## src/rtl/core/slbm_pkg.sv

```systemverilog
`default_nettype none

package slbm_pkg;

    // Serial loader depth and widths fixed by the bus protocol
    localparam int LOAD_BITS  = 5;
    localparam int CNT_W      = 3;
    localparam int ADDR_W     = 16;
    localparam int DATA_W     = 8;
    localparam int MAP_W      = 18;
    localparam int CFG_IDX_W  = 2;
    localparam int CFG_DATA_W = 5;

    // Control register value after reset: 32KB PRG, 4KB CHR bits as published
    localparam logic [LOAD_BITS-1:0] CONTROL_RESET = 5'h10;

    typedef enum logic [1:0] {
        REQ_WRITE = 2'd0,
        REQ_PRG   = 2'd1,
        REQ_CHR   = 2'd2,
        REQ_WRAM  = 2'd3
    } req_type_t;

    typedef enum logic [2:0] {
        TGT_PRG     = 3'd0,
        TGT_CHR_ROM = 3'd1,
        TGT_CHR_RAM = 3'd2,
        TGT_WRAM    = 3'd3,
        TGT_NONE    = 3'd4
    } target_t;

    // Register chosen by address bits 14:13 on the loading write
    typedef enum logic [1:0] {
        SEL_CONTROL  = 2'd0,
        SEL_CHR_LOW  = 2'd1,
        SEL_CHR_HIGH = 2'd2,
        SEL_PRG      = 2'd3
    } reg_sel_t;

    // PRG banking modes from control bits 3:2
    typedef enum logic [1:0] {
        PRG_32K_A   = 2'd0,
        PRG_32K_B   = 2'd1,
        PRG_FIX_LOW = 2'd2,
        PRG_FIX_TOP = 2'd3
    } prg_mode_t;

    typedef enum logic [CFG_IDX_W-1:0] {
        CFG_PRG_BANK_COUNT = 2'd0,
        CFG_CHR_IS_RAM     = 2'd1
    } cfg_index_t;

    typedef struct packed {
        logic [LOAD_BITS-1:0] control;
        logic [LOAD_BITS-1:0] chr_low;
        logic [LOAD_BITS-1:0] chr_high;
        logic [LOAD_BITS-1:0] prg;
    } bank_regs_t;

endpackage

`default_nettype wire

```

## src/rtl/core/serial_loaded_bank_mapper.sv

```systemverilog
// A beat in the input register is translated straight into the result register,
// which drives the outputs; throughput is one beat per cycle while out_stall is low.
// in_stall rises only while both registers are full and out_stall is high.
// Reset (rst_n low, asynchronous) empties both stages, clears the serial loader,
// sets control to 0x10, bank registers to 0, prg_bank_count to 2, chr_is_ram to 0.
`default_nettype none

module serial_loaded_bank_mapper (
    input  wire                              clk,
    input  wire                              rst_n,
    input  wire                              in_valid,
    output logic                             in_stall,
    input  wire  [1:0]                       req_type,
    input  wire  [slbm_pkg::ADDR_W-1:0]      address,
    input  wire  [slbm_pkg::DATA_W-1:0]      write_data,
    output logic                             out_valid,
    input  wire                              out_stall,
    output logic [slbm_pkg::MAP_W-1:0]       mapped_address,
    output logic [2:0]                       target,
    output logic                             access_ok,
    output logic [1:0]                       mirroring,
    output logic                             control_changed,
    input  wire                              cfg_valid,
    output logic                             cfg_ready,
    input  wire  [slbm_pkg::CFG_IDX_W-1:0]   cfg_index,
    input  wire  [slbm_pkg::CFG_DATA_W-1:0]  cfg_data
);
    import slbm_pkg::*;

    logic                  in_full_reg;
    req_type_t             req_reg;
    logic [ADDR_W-1:0]     address_reg;
    logic [DATA_W-1:0]     data_reg;

    logic                  out_full_reg;
    logic [MAP_W-1:0]      mapped_reg;
    target_t               target_reg;
    logic                  ok_reg;
    logic [1:0]            mirror_reg;
    logic                  changed_reg;

    logic [CFG_DATA_W-1:0] prg_bank_count_reg;
    logic                  chr_is_ram_reg;

    logic                  out_free;
    logic                  advance;
    bank_regs_t            regs;
    bank_regs_t            regs_next;
    logic                  ctl_load;
    logic [MAP_W-1:0]      mapped_c;
    target_t               target_c;
    logic                  ok_c;

    assign out_free  = !out_full_reg || !out_stall;
    assign advance   = in_full_reg && out_free;
    assign in_stall  = in_full_reg && !out_free;
    assign cfg_ready = 1'b1;

    // Capture the input beat
    always_ff @(posedge clk or negedge rst_n)
    begin
        if (!rst_n)
            in_full_reg <= 1'b0;
        else if (!in_stall)
            in_full_reg <= in_valid;
    end

    always_ff @(posedge clk)
    begin
        if (in_valid && !in_stall)
        begin
            req_reg     <= req_type_t'(req_type);
            address_reg <= address;
            data_reg    <= write_data;
        end
    end

    // Configuration registers
    always_ff @(posedge clk or negedge rst_n)
    begin
        if (!rst_n)
        begin
            prg_bank_count_reg <= CFG_DATA_W'(2);
            chr_is_ram_reg     <= 1'b0;
        end
        else if (cfg_valid && cfg_ready)
        begin
            unique case (cfg_index)
                CFG_PRG_BANK_COUNT: prg_bank_count_reg <= cfg_data;
                CFG_CHR_IS_RAM:     chr_is_ram_reg     <= cfg_data[0];
                default:            chr_is_ram_reg     <= chr_is_ram_reg;
            endcase
        end
    end

    slbm_loader u_loader (
        .clk        (clk),
        .rst_n      (rst_n),
        .wr_en      (advance && (req_reg == REQ_WRITE)),
        .wr_address (address_reg),
        .wr_data    (data_reg),
        .regs       (regs),
        .regs_next  (regs_next),
        .ctl_load   (ctl_load)
    );

    slbm_translate u_translate (
        .req            (req_reg),
        .address        (address_reg),
        .regs           (regs),
        .prg_bank_count (prg_bank_count_reg),
        .chr_is_ram     (chr_is_ram_reg),
        .mapped         (mapped_c),
        .target         (target_c),
        .ok             (ok_c)
    );

    // Advance into the result register
    always_ff @(posedge clk or negedge rst_n)
    begin
        if (!rst_n)
            out_full_reg <= 1'b0;
        else if (out_free)
            out_full_reg <= in_full_reg;
    end

    always_ff @(posedge clk)
    begin
        if (advance)
        begin
            mapped_reg  <= mapped_c;
            target_reg  <= target_c;
            ok_reg      <= ok_c;
            mirror_reg  <= regs_next.control[1:0];
            changed_reg <= ctl_load;
        end
    end

    assign out_valid       = out_full_reg;
    assign mapped_address  = mapped_reg;
    assign target          = target_reg;
    assign access_ok       = ok_reg;
    assign mirroring       = mirror_reg;
    assign control_changed = changed_reg;

    // Stall only with both stages full
    a_stall_full: assert property (@(posedge clk) disable iff (!rst_n)
        in_stall |-> (in_full_reg && out_full_reg))
        else $error("input stalled with a free stage");

    // A control load comes only from a register write
    a_changed_none: assert property (@(posedge clk) disable iff (!rst_n)
        (out_valid && control_changed) |-> (target_reg == TGT_NONE))
        else $error("control change on a non-write result");

    // A refused access is a work RAM access with a zero offset
    a_refused_wram: assert property (@(posedge clk) disable iff (!rst_n)
        (out_valid && !access_ok) |-> ((target_reg == TGT_WRAM) && (mapped_reg == '0)))
        else $error("refused access outside work RAM");

    // Bank state moves only on an advancing write
    a_regs_hold: assert property (@(posedge clk) disable iff (!rst_n)
        !(advance && (req_reg == REQ_WRITE)) |=> $stable(regs))
        else $error("bank registers changed without a write");

endmodule

`default_nettype wire

```

## src/rtl/core/slbm_loader.sv

```systemverilog
`default_nettype none

module slbm_loader (
    input  wire                            clk,
    input  wire                            rst_n,
    input  wire                            wr_en,
    input  wire  [slbm_pkg::ADDR_W-1:0]    wr_address,
    input  wire  [slbm_pkg::DATA_W-1:0]    wr_data,
    output slbm_pkg::bank_regs_t           regs,
    output slbm_pkg::bank_regs_t           regs_next,
    output logic                           ctl_load
);
    import slbm_pkg::*;

    logic [LOAD_BITS-1:0] shift_reg;
    logic [LOAD_BITS-1:0] shift_next;
    logic [CNT_W-1:0]     count_reg;
    logic [CNT_W-1:0]     count_next;
    logic [LOAD_BITS-1:0] shifted;
    bank_regs_t           regs_reg;

    assign regs    = regs_reg;
    assign shifted = {wr_data[0], shift_reg[LOAD_BITS-1:1]};

    // Shift one bit per write, clear on bit 7, load register on last bit
    always_comb
    begin
        shift_next = shift_reg;
        count_next = count_reg;
        regs_next  = regs_reg;
        ctl_load   = 1'b0;
        if (wr_en && wr_address[ADDR_W-1])
        begin
            if (wr_data[DATA_W-1])
            begin
                shift_next = '0;
                count_next = '0;
            end
            else if (count_reg == CNT_W'(LOAD_BITS - 1))
            begin
                shift_next = '0;
                count_next = '0;
                unique case (reg_sel_t'(wr_address[14:13]))
                    SEL_CONTROL:
                    begin
                        regs_next.control = shifted;
                        ctl_load          = 1'b1;
                    end
                    SEL_CHR_LOW:  regs_next.chr_low  = shifted;
                    SEL_CHR_HIGH: regs_next.chr_high = shifted;
                    SEL_PRG:      regs_next.prg      = shifted;
                    default:      regs_next          = regs_reg;
                endcase
            end
            else
            begin
                shift_next = shifted;
                count_next = count_reg + CNT_W'(1);
            end
        end
    end

    // Hold loader and bank state
    always_ff @(posedge clk or negedge rst_n)
    begin
        if (!rst_n)
        begin
            shift_reg         <= '0;
            count_reg         <= '0;
            regs_reg.control  <= CONTROL_RESET;
            regs_reg.chr_low  <= '0;
            regs_reg.chr_high <= '0;
            regs_reg.prg      <= '0;
        end
        else
        begin
            shift_reg <= shift_next;
            count_reg <= count_next;
            regs_reg  <= regs_next;
        end
    end

endmodule

`default_nettype wire

```

## src/rtl/core/slbm_translate.sv

```systemverilog
`default_nettype none

module slbm_translate (
    input  slbm_pkg::req_type_t             req,
    input  wire  [slbm_pkg::ADDR_W-1:0]     address,
    input  slbm_pkg::bank_regs_t            regs,
    input  wire  [slbm_pkg::CFG_DATA_W-1:0] prg_bank_count,
    input  wire                             chr_is_ram,
    output logic [slbm_pkg::MAP_W-1:0]      mapped,
    output slbm_pkg::target_t               target,
    output logic                            ok
);
    import slbm_pkg::*;

    logic [3:0]   last_bank;
    logic [3:0]   bank16;
    logic [MAP_W-1:0] prg_addr;
    logic [MAP_W-1:0] chr_addr;
    logic [LOAD_BITS-1:0] chr_bank;

    // Clamp the bank count to 1..16 and take the last bank
    always_comb
    begin
        if (prg_bank_count == '0)
            last_bank = 4'd0;
        else if (prg_bank_count[4])
            last_bank = 4'hF;
        else
            last_bank = prg_bank_count[3:0] - 4'd1;
    end

    // PRG window: 32KB or 16KB banking
    always_comb
    begin
        bank16 = 4'd0;
        unique case (prg_mode_t'(regs.control[3:2]))
            PRG_FIX_LOW: bank16 = address[14] ? regs.prg[3:0] : 4'd0;
            PRG_FIX_TOP: bank16 = address[14] ? last_bank : regs.prg[3:0];
            default:     bank16 = 4'd0;
        endcase
        if (regs.control[3])
            prg_addr = {bank16, address[13:0]};
        else
            prg_addr = {regs.prg[3:1], address[14:0]};
    end

    // CHR window: one 8KB bank or two 4KB banks
    always_comb
    begin
        chr_bank = address[12] ? regs.chr_high : regs.chr_low;
        if (regs.control[4])
            chr_addr = {1'b0, chr_bank, address[11:0]};
        else
            chr_addr = {1'b0, regs.chr_low[4:1], address[12:0]};
    end

    // Select target and offset by request type
    always_comb
    begin
        mapped = '0;
        target = TGT_NONE;
        ok     = 1'b1;
        unique case (req)
            REQ_WRITE:
            begin
                target = TGT_NONE;
            end
            REQ_PRG:
            begin
                mapped = prg_addr;
                target = TGT_PRG;
            end
            REQ_CHR:
            begin
                if (chr_is_ram)
                begin
                    mapped = {5'd0, address[12:0]};
                    target = TGT_CHR_RAM;
                end
                else
                begin
                    mapped = chr_addr;
                    target = TGT_CHR_ROM;
                end
            end
            REQ_WRAM:
            begin
                target = TGT_WRAM;
                if (regs.prg[4])
                    ok = 1'b0;
                else
                    mapped = {5'd0, address[12:0]};
            end
            default:
            begin
                target = TGT_NONE;
            end
        endcase
    end

endmodule

`default_nettype wire
```

## config.mk

```make
export PLATFORM = sky130hd
export DESIGN_NAME = serial_loaded_bank_mapper
export DESIGN_NICKNAME = d
export VERILOG_FILES = /design/src/rtl/core/slbm_pkg.sv /design/src/rtl/core/serial_loaded_bank_mapper.sv /design/src/rtl/core/slbm_loader.sv /design/src/rtl/core/slbm_translate.sv
export SDC_FILE = /design/constraint.sdc
export NUM_CORES = 1
export LEC_CHECK = 0
export BUFFER_PORTS_ARGS = -buffer_cell sky130_fd_sc_hd__buf_2
export CORE_MARGIN = 2
export CORE_UTILIZATION = 58
export CTS_CLUSTER_SIZE = 24
export DETAILED_ROUTE_END_ITERATION = 7
export PLACE_DENSITY_LB_ADDON = 0.08
export RECOVER_POWER = 25
export SLEW_MARGIN = 20
export SYNTH_ARGS = -nofsm -noshare
export SYNTH_HDL_FRONTEND = slang
export SYNTH_SLANG_ARGS = --single-unit
```

## constraint.sdc

```tcl
create_clock -name clk -period 3.25 [get_ports clk]
set_clock_uncertainty 0.15 [all_clocks]
set_input_delay 0.325 -clock clk [delete_from_list [all_inputs] [get_ports clk]]
set_output_delay 0.325 -clock clk [all_outputs]
set_load 0.01 [all_outputs]
```

; ---- Yosys cells after proc, flatten, opt, wreduce, memory -nomap -nowiden
; Cells that the tools add are included.
[totals]
output_inout_bits = 28
regBits = 87
[classes]
n_bitwise = 3
muxes = 26
n_addsub = 2
n_reduce_logical = 21
eq_ne = 10
[ops]
columns = operator, n
row1 = $mux 17, 5
row2 = $pmux 18 s3, 1
row3 = $mux 5, 6
row4 = $mux 18, 1
row5 = $mux 4, 4
row6 = $reduce_and 4->1, 4
row7 = $mux 13, 1
row8 = $eq 2x2->1 const B, 6
row9 = $pmux 3 s4, 1
row10 = $pmux 4 s2, 1
row11 = $eq 2x1->1 const B, 3
row12 = $logic_not 2->1, 3
row13 = $mux 3, 2
row14 = $logic_and 1x1->1, 5
row15 = $logic_not 5->1, 1
row16 = $logic_not 1->1, 4
row17 = $mux 2, 2
row18 = $reduce_and 2->1, 2
row19 = $sub 4x1->4 const B, 1
row20 = $add 3x1->3 const B, 1
row21 = $eq 3x3->1 const B, 1
row22 = $not 1->1, 3
row23 = $reduce_or 3->1, 1
row24 = $mux 1, 2
row25 = $logic_or 1x1->1, 1

; ---- Longest topological paths before layout
[logic_depth]
ltp_word = 7
ltp_mapped = 6

; ---- Hierarchy
; Synthesis repeated with hierarchy kept, for this count alone.
[unflattened]
hier_cells = 222
area_unflattened_um2 = 3522.1
[modules_own_cells]
columns = mod, cells_per_inst, instances, area_per_inst_um2, seq_area_each_um2
row1 = serial_loaded_bank_mapper, 78, 1, 1885.6, 1732.9
row2 = slbm_loader, 75, 1, 1152.4, 676.9
row3 = slbm_translate, 69, 1, 484.2, 0.0

; ---- Worst setup path before layout
; Ideal clock, no wire load.
[synth_path]
kind = reg2reg
start = reg out_full_reg (netlist: out_valid)
end = reg u_loader.regs_reg, in the netlist u_loader.regs[10]
path_buffers = 1
slack_ns = 1.286
path_stages_with_launch = 5
synth_period_minus_slack_ns = 1.964
t_arrival_ns = 1.689
path_cell_list = dfrtp_1 > a21boi_0 > buf_2 > nand4b_1 > mux2_2
[synth_via]
elab_chain_cells = 6
[synth_lines]
columns = element, line
row1 = "start, declared", serial_loaded_bank_mapper.sv:35  ; logic out_full_reg;
row2 = "start signal, assigned", serial_loaded_bank_mapper.sv:124  ; out_full_reg <= in_full_reg;
row3 = $logic_not 1->1, serial_loaded_bank_mapper.sv:54  ; assign out_free = !out_full_reg || !out_stall;
row4 = $logic_or 1x1->1, serial_loaded_bank_mapper.sv:54
row5 = $logic_and 1x1->1, serial_loaded_bank_mapper.sv:55  ; assign advance = in_full_reg && out_free;
row6 = via advance, serial_loaded_bank_mapper.sv:46  ; logic advance;
row7 = $logic_and 1x1->1, serial_loaded_bank_mapper.sv:99  ; .wr_en (advance && (req_reg == REQ_WRITE)),
row8 = $logic_and 1x1->1, slbm_loader.sv:32  ; if (wr_en && wr_address[ADDR_W-1])
row9 = $reduce_and 4->1 (no source line), -
row10 = "end signal, assigned", slbm_loader.sv:79  ; regs_reg <= regs_next;
row11 = "end, declared", slbm_loader.sv:20  ; bank_regs_t regs_reg;
; The timed path passes the listed nets, and every way through them passes these cells.
; A chain may end at the register's enable or synchronous reset.

==> impl_metrics.yaml <==
placement:
  place_inst: 346
  gp_congestion: 0.738
  hpwl_um: 3850
  io_buffers: 58
yosys:
  yosys_warnings: 0
  synth_cell_type_count: 44
  ys.flop_type: "edfxtp_1"
  avgSynthCellArea_um2: 14.9
  synth_edf_count: 45
  seq_area_frac_synth_pct: 67.2
  synth_area_mm2: 0.00332
  syn_inst: 223
  synthArstFlopShare_pct: 43.8
  synth_seq_cells: 80
  synth_nets: 265
cts:
  cts_buffers: 9
  htree_levels: 3
  cts.repair.resized: 0
  post_cts_buffers: 0
  cts_tree: "done"
  clkTransAtPathRegs_ns: 0.08
  clk_latency_ns: 0.34
  cts_sinks: 80
  clk_path_buf_depth: 2
  cts_root_buffer: "clkbuf_8"
timing:
  finalSetupViolations: 0
  rsz0062_at_grt: "false"
  worst_pin_slew_ns: 1.89
  hold_ws_ns: 0.0180
  fmax_mhz: 438
  period_needed_ns: 2.28
  tns_ns: 0
  finalCritPeriodShare_pct: 70.2
  hold_viol_final: 0
  maxSlewHeadroom_pct: -26.3
  final_max_slew_viol_count: 36
pwr:
  power_leakage_nw: 1.75
  power_density_mw_per_mm2: 538
  ir_drop_mv: 0.368
  power_w: 0.00218
final_layout:
  final_common_cell: "buf_2"
  layoutNonFillerInstCount: 382
  post-route-util_pct: 73.4
  area_growth_pct: 21.9
  drive_gt1_share_pct: 30.3
  antenna_cells: 0
  nFillCells: 364
  final_cell_mix: "buf_2, edfxtp_1, dfrtp_1"
  largest_reg_flops: 20
  nets: 347
floorplanning:
  die_h_um: 79.6
  rows: 27
  fp.coreArea_mm2: 0.00551
  die-area_mm2: 0.00634
  initial_core_util_pct: 60.2
  io_pins: 66
  die_w_um: 79.6
worst_setup_path:
  crit_arrival_ns: 2.22
  rrSetupSlack_ns: 0.98
  critPathTopFamily: "buffers and inverters"
  worstReg2RegEnd: "mirroring[0]"
  cp_cell_sequence: "dlygate4sd3_1 > clkbuf_1"
  crit_start: "rst_n"
  r2r-start: "req_reg[1]"
  slowest_delay_ns: 1.36
  cp.required_ns: 3.19
  cp_num_buf_inv: 2
  crit_path_top_delay_cell: "clkbuf_1"
  critical_path_class: "input pin to asynchronous set/reset pin"
  startpoint_type: "input pin"
  rr_worst_depth: 3
  crit_fanout: 35
  crit_path_end_kind: "asynchronous set/reset pin"
detailed_routing:
  routed_wl_um: 6070
  dr.pass1.iters: 4
  remaining_drc_errors: 0
  dr_total_vias: 2072
  first_iter_violations: 68
  wl_per_cell_um: 15.9
  viasPerCell: 5.42
  ant_nets: 0
global_routing:
  grt_overflow: 0
  grt_max_degree: 36
  grt_usage_pct: 20.6
  grt_pass1_vias: 2058
  antenna_found_initial: 0
  grt_pass1_wl_um: 9660
min_path:
  hold_class: "input pin to register"
  hold_start: "req_type[0]"
  min_to: "req_reg[0]"
  min_path_cells: 1
outcome:
  violations: "max-capacitance violations, max-slew violations"
  status: "complete, but fails checks"
flow_run:
  cap_violations: 1
[synth_stat cells (5+ instances only)]
| master | count | area share, % |
|---|---|---|
| and2_1 | 13 | 2.5 |
| nand4_1 | 5 | 0.94 |
| mux2i_1 | 5 | 1.5 |
| nand2_1 | 6 | 0.68 |
| a21oi_1 | 7 | 1.1 |
| dfrtp_1 | 33 | 25 |
| inv_1 | 9 | 1.0 |
| edfxtp_1 | 45 | 41 |
| nand2b_1 | 6 | 1.1 |
| mux2_2 | 24 | 8.2 |
[stage by stage]
step,setup slack [ns],instance area (µm²)
after CTS,1.01,4050
final,0.969,4040
after floorplan,1.29,3320
after detailed placement,1.02,3670
after global placement,1.02,3670
after global routing,0.599,4040
[area by class of cell]
cell class                      instances  area [µm²]  area share, %
Timing Repair Buffer                   79         484           12.0
Inverter                                9        33.8          0.836
Multi-Input combinational cell        126        1020           25.1
Clock buffer                           10         128           3.16
Sequential cell                        80        2230           55.2
Tap cell                               72        90.1           2.23
Clock inverter                          6        60.1           1.49
[power breakdown]
group	total (W)	switching [W]	internal, W
logic	0.000255	0.000132	0.000123
clock network	0.000697	0.000346	0.000351
registers	0.00122	0.0000600	0.00116
total	0.00218	0.000538	0.00164
[cell families (layout without fill, tap and decap cells)]
group | count (synthesis) | in the layout | synth area share, %
AOI/OAI and AO/OA | 32 | 32 | 6.94
xor gates and xnor gates | 1 | 1 | 0.264
adders and majority gates | 4 | 4 | 1.51
buffers and inverters | 17 | 104 | 2.30
DFF | 80 | 80 | 67.2
muxes | 29 | 29 | 9.66
other | 1 | 1 | 0.113
and+or+nand+nor | 59 | 59 | 12.0
[how the worst max path moves through the flow]
stage	to	slack (ns)	cells past startpoint
6_report	u_loader.regs[3]	0.97	2
2_1_floorplan	u_loader.regs[10]	1.29	4
4_1_cts	mirroring[1]	1.01	5
3_3_place_gp	mirroring[1]	1.02	3
3_5_place_dp	mirroring[1]	1.02	5
5_1_grt	u_loader.regs[8]	0.60	2
[metal layers]
layer  part of all wire (%)  global-route usage (%)  up-vias
li1                       -                       -      989
met1                     43                    25.2     1005
met2                     50                    33.9       62
met3                    4.9                    6.11       16
met4                    2.3                    9.14        0
met5                      0                       0        -
[timing repair]
action	in CTS	in global routing
hold endpoints to repair	51	1
hold buffers	19	1
setup endpoints to repair	0	0
No activity file was read; power rests on OpenSTA's default activity.
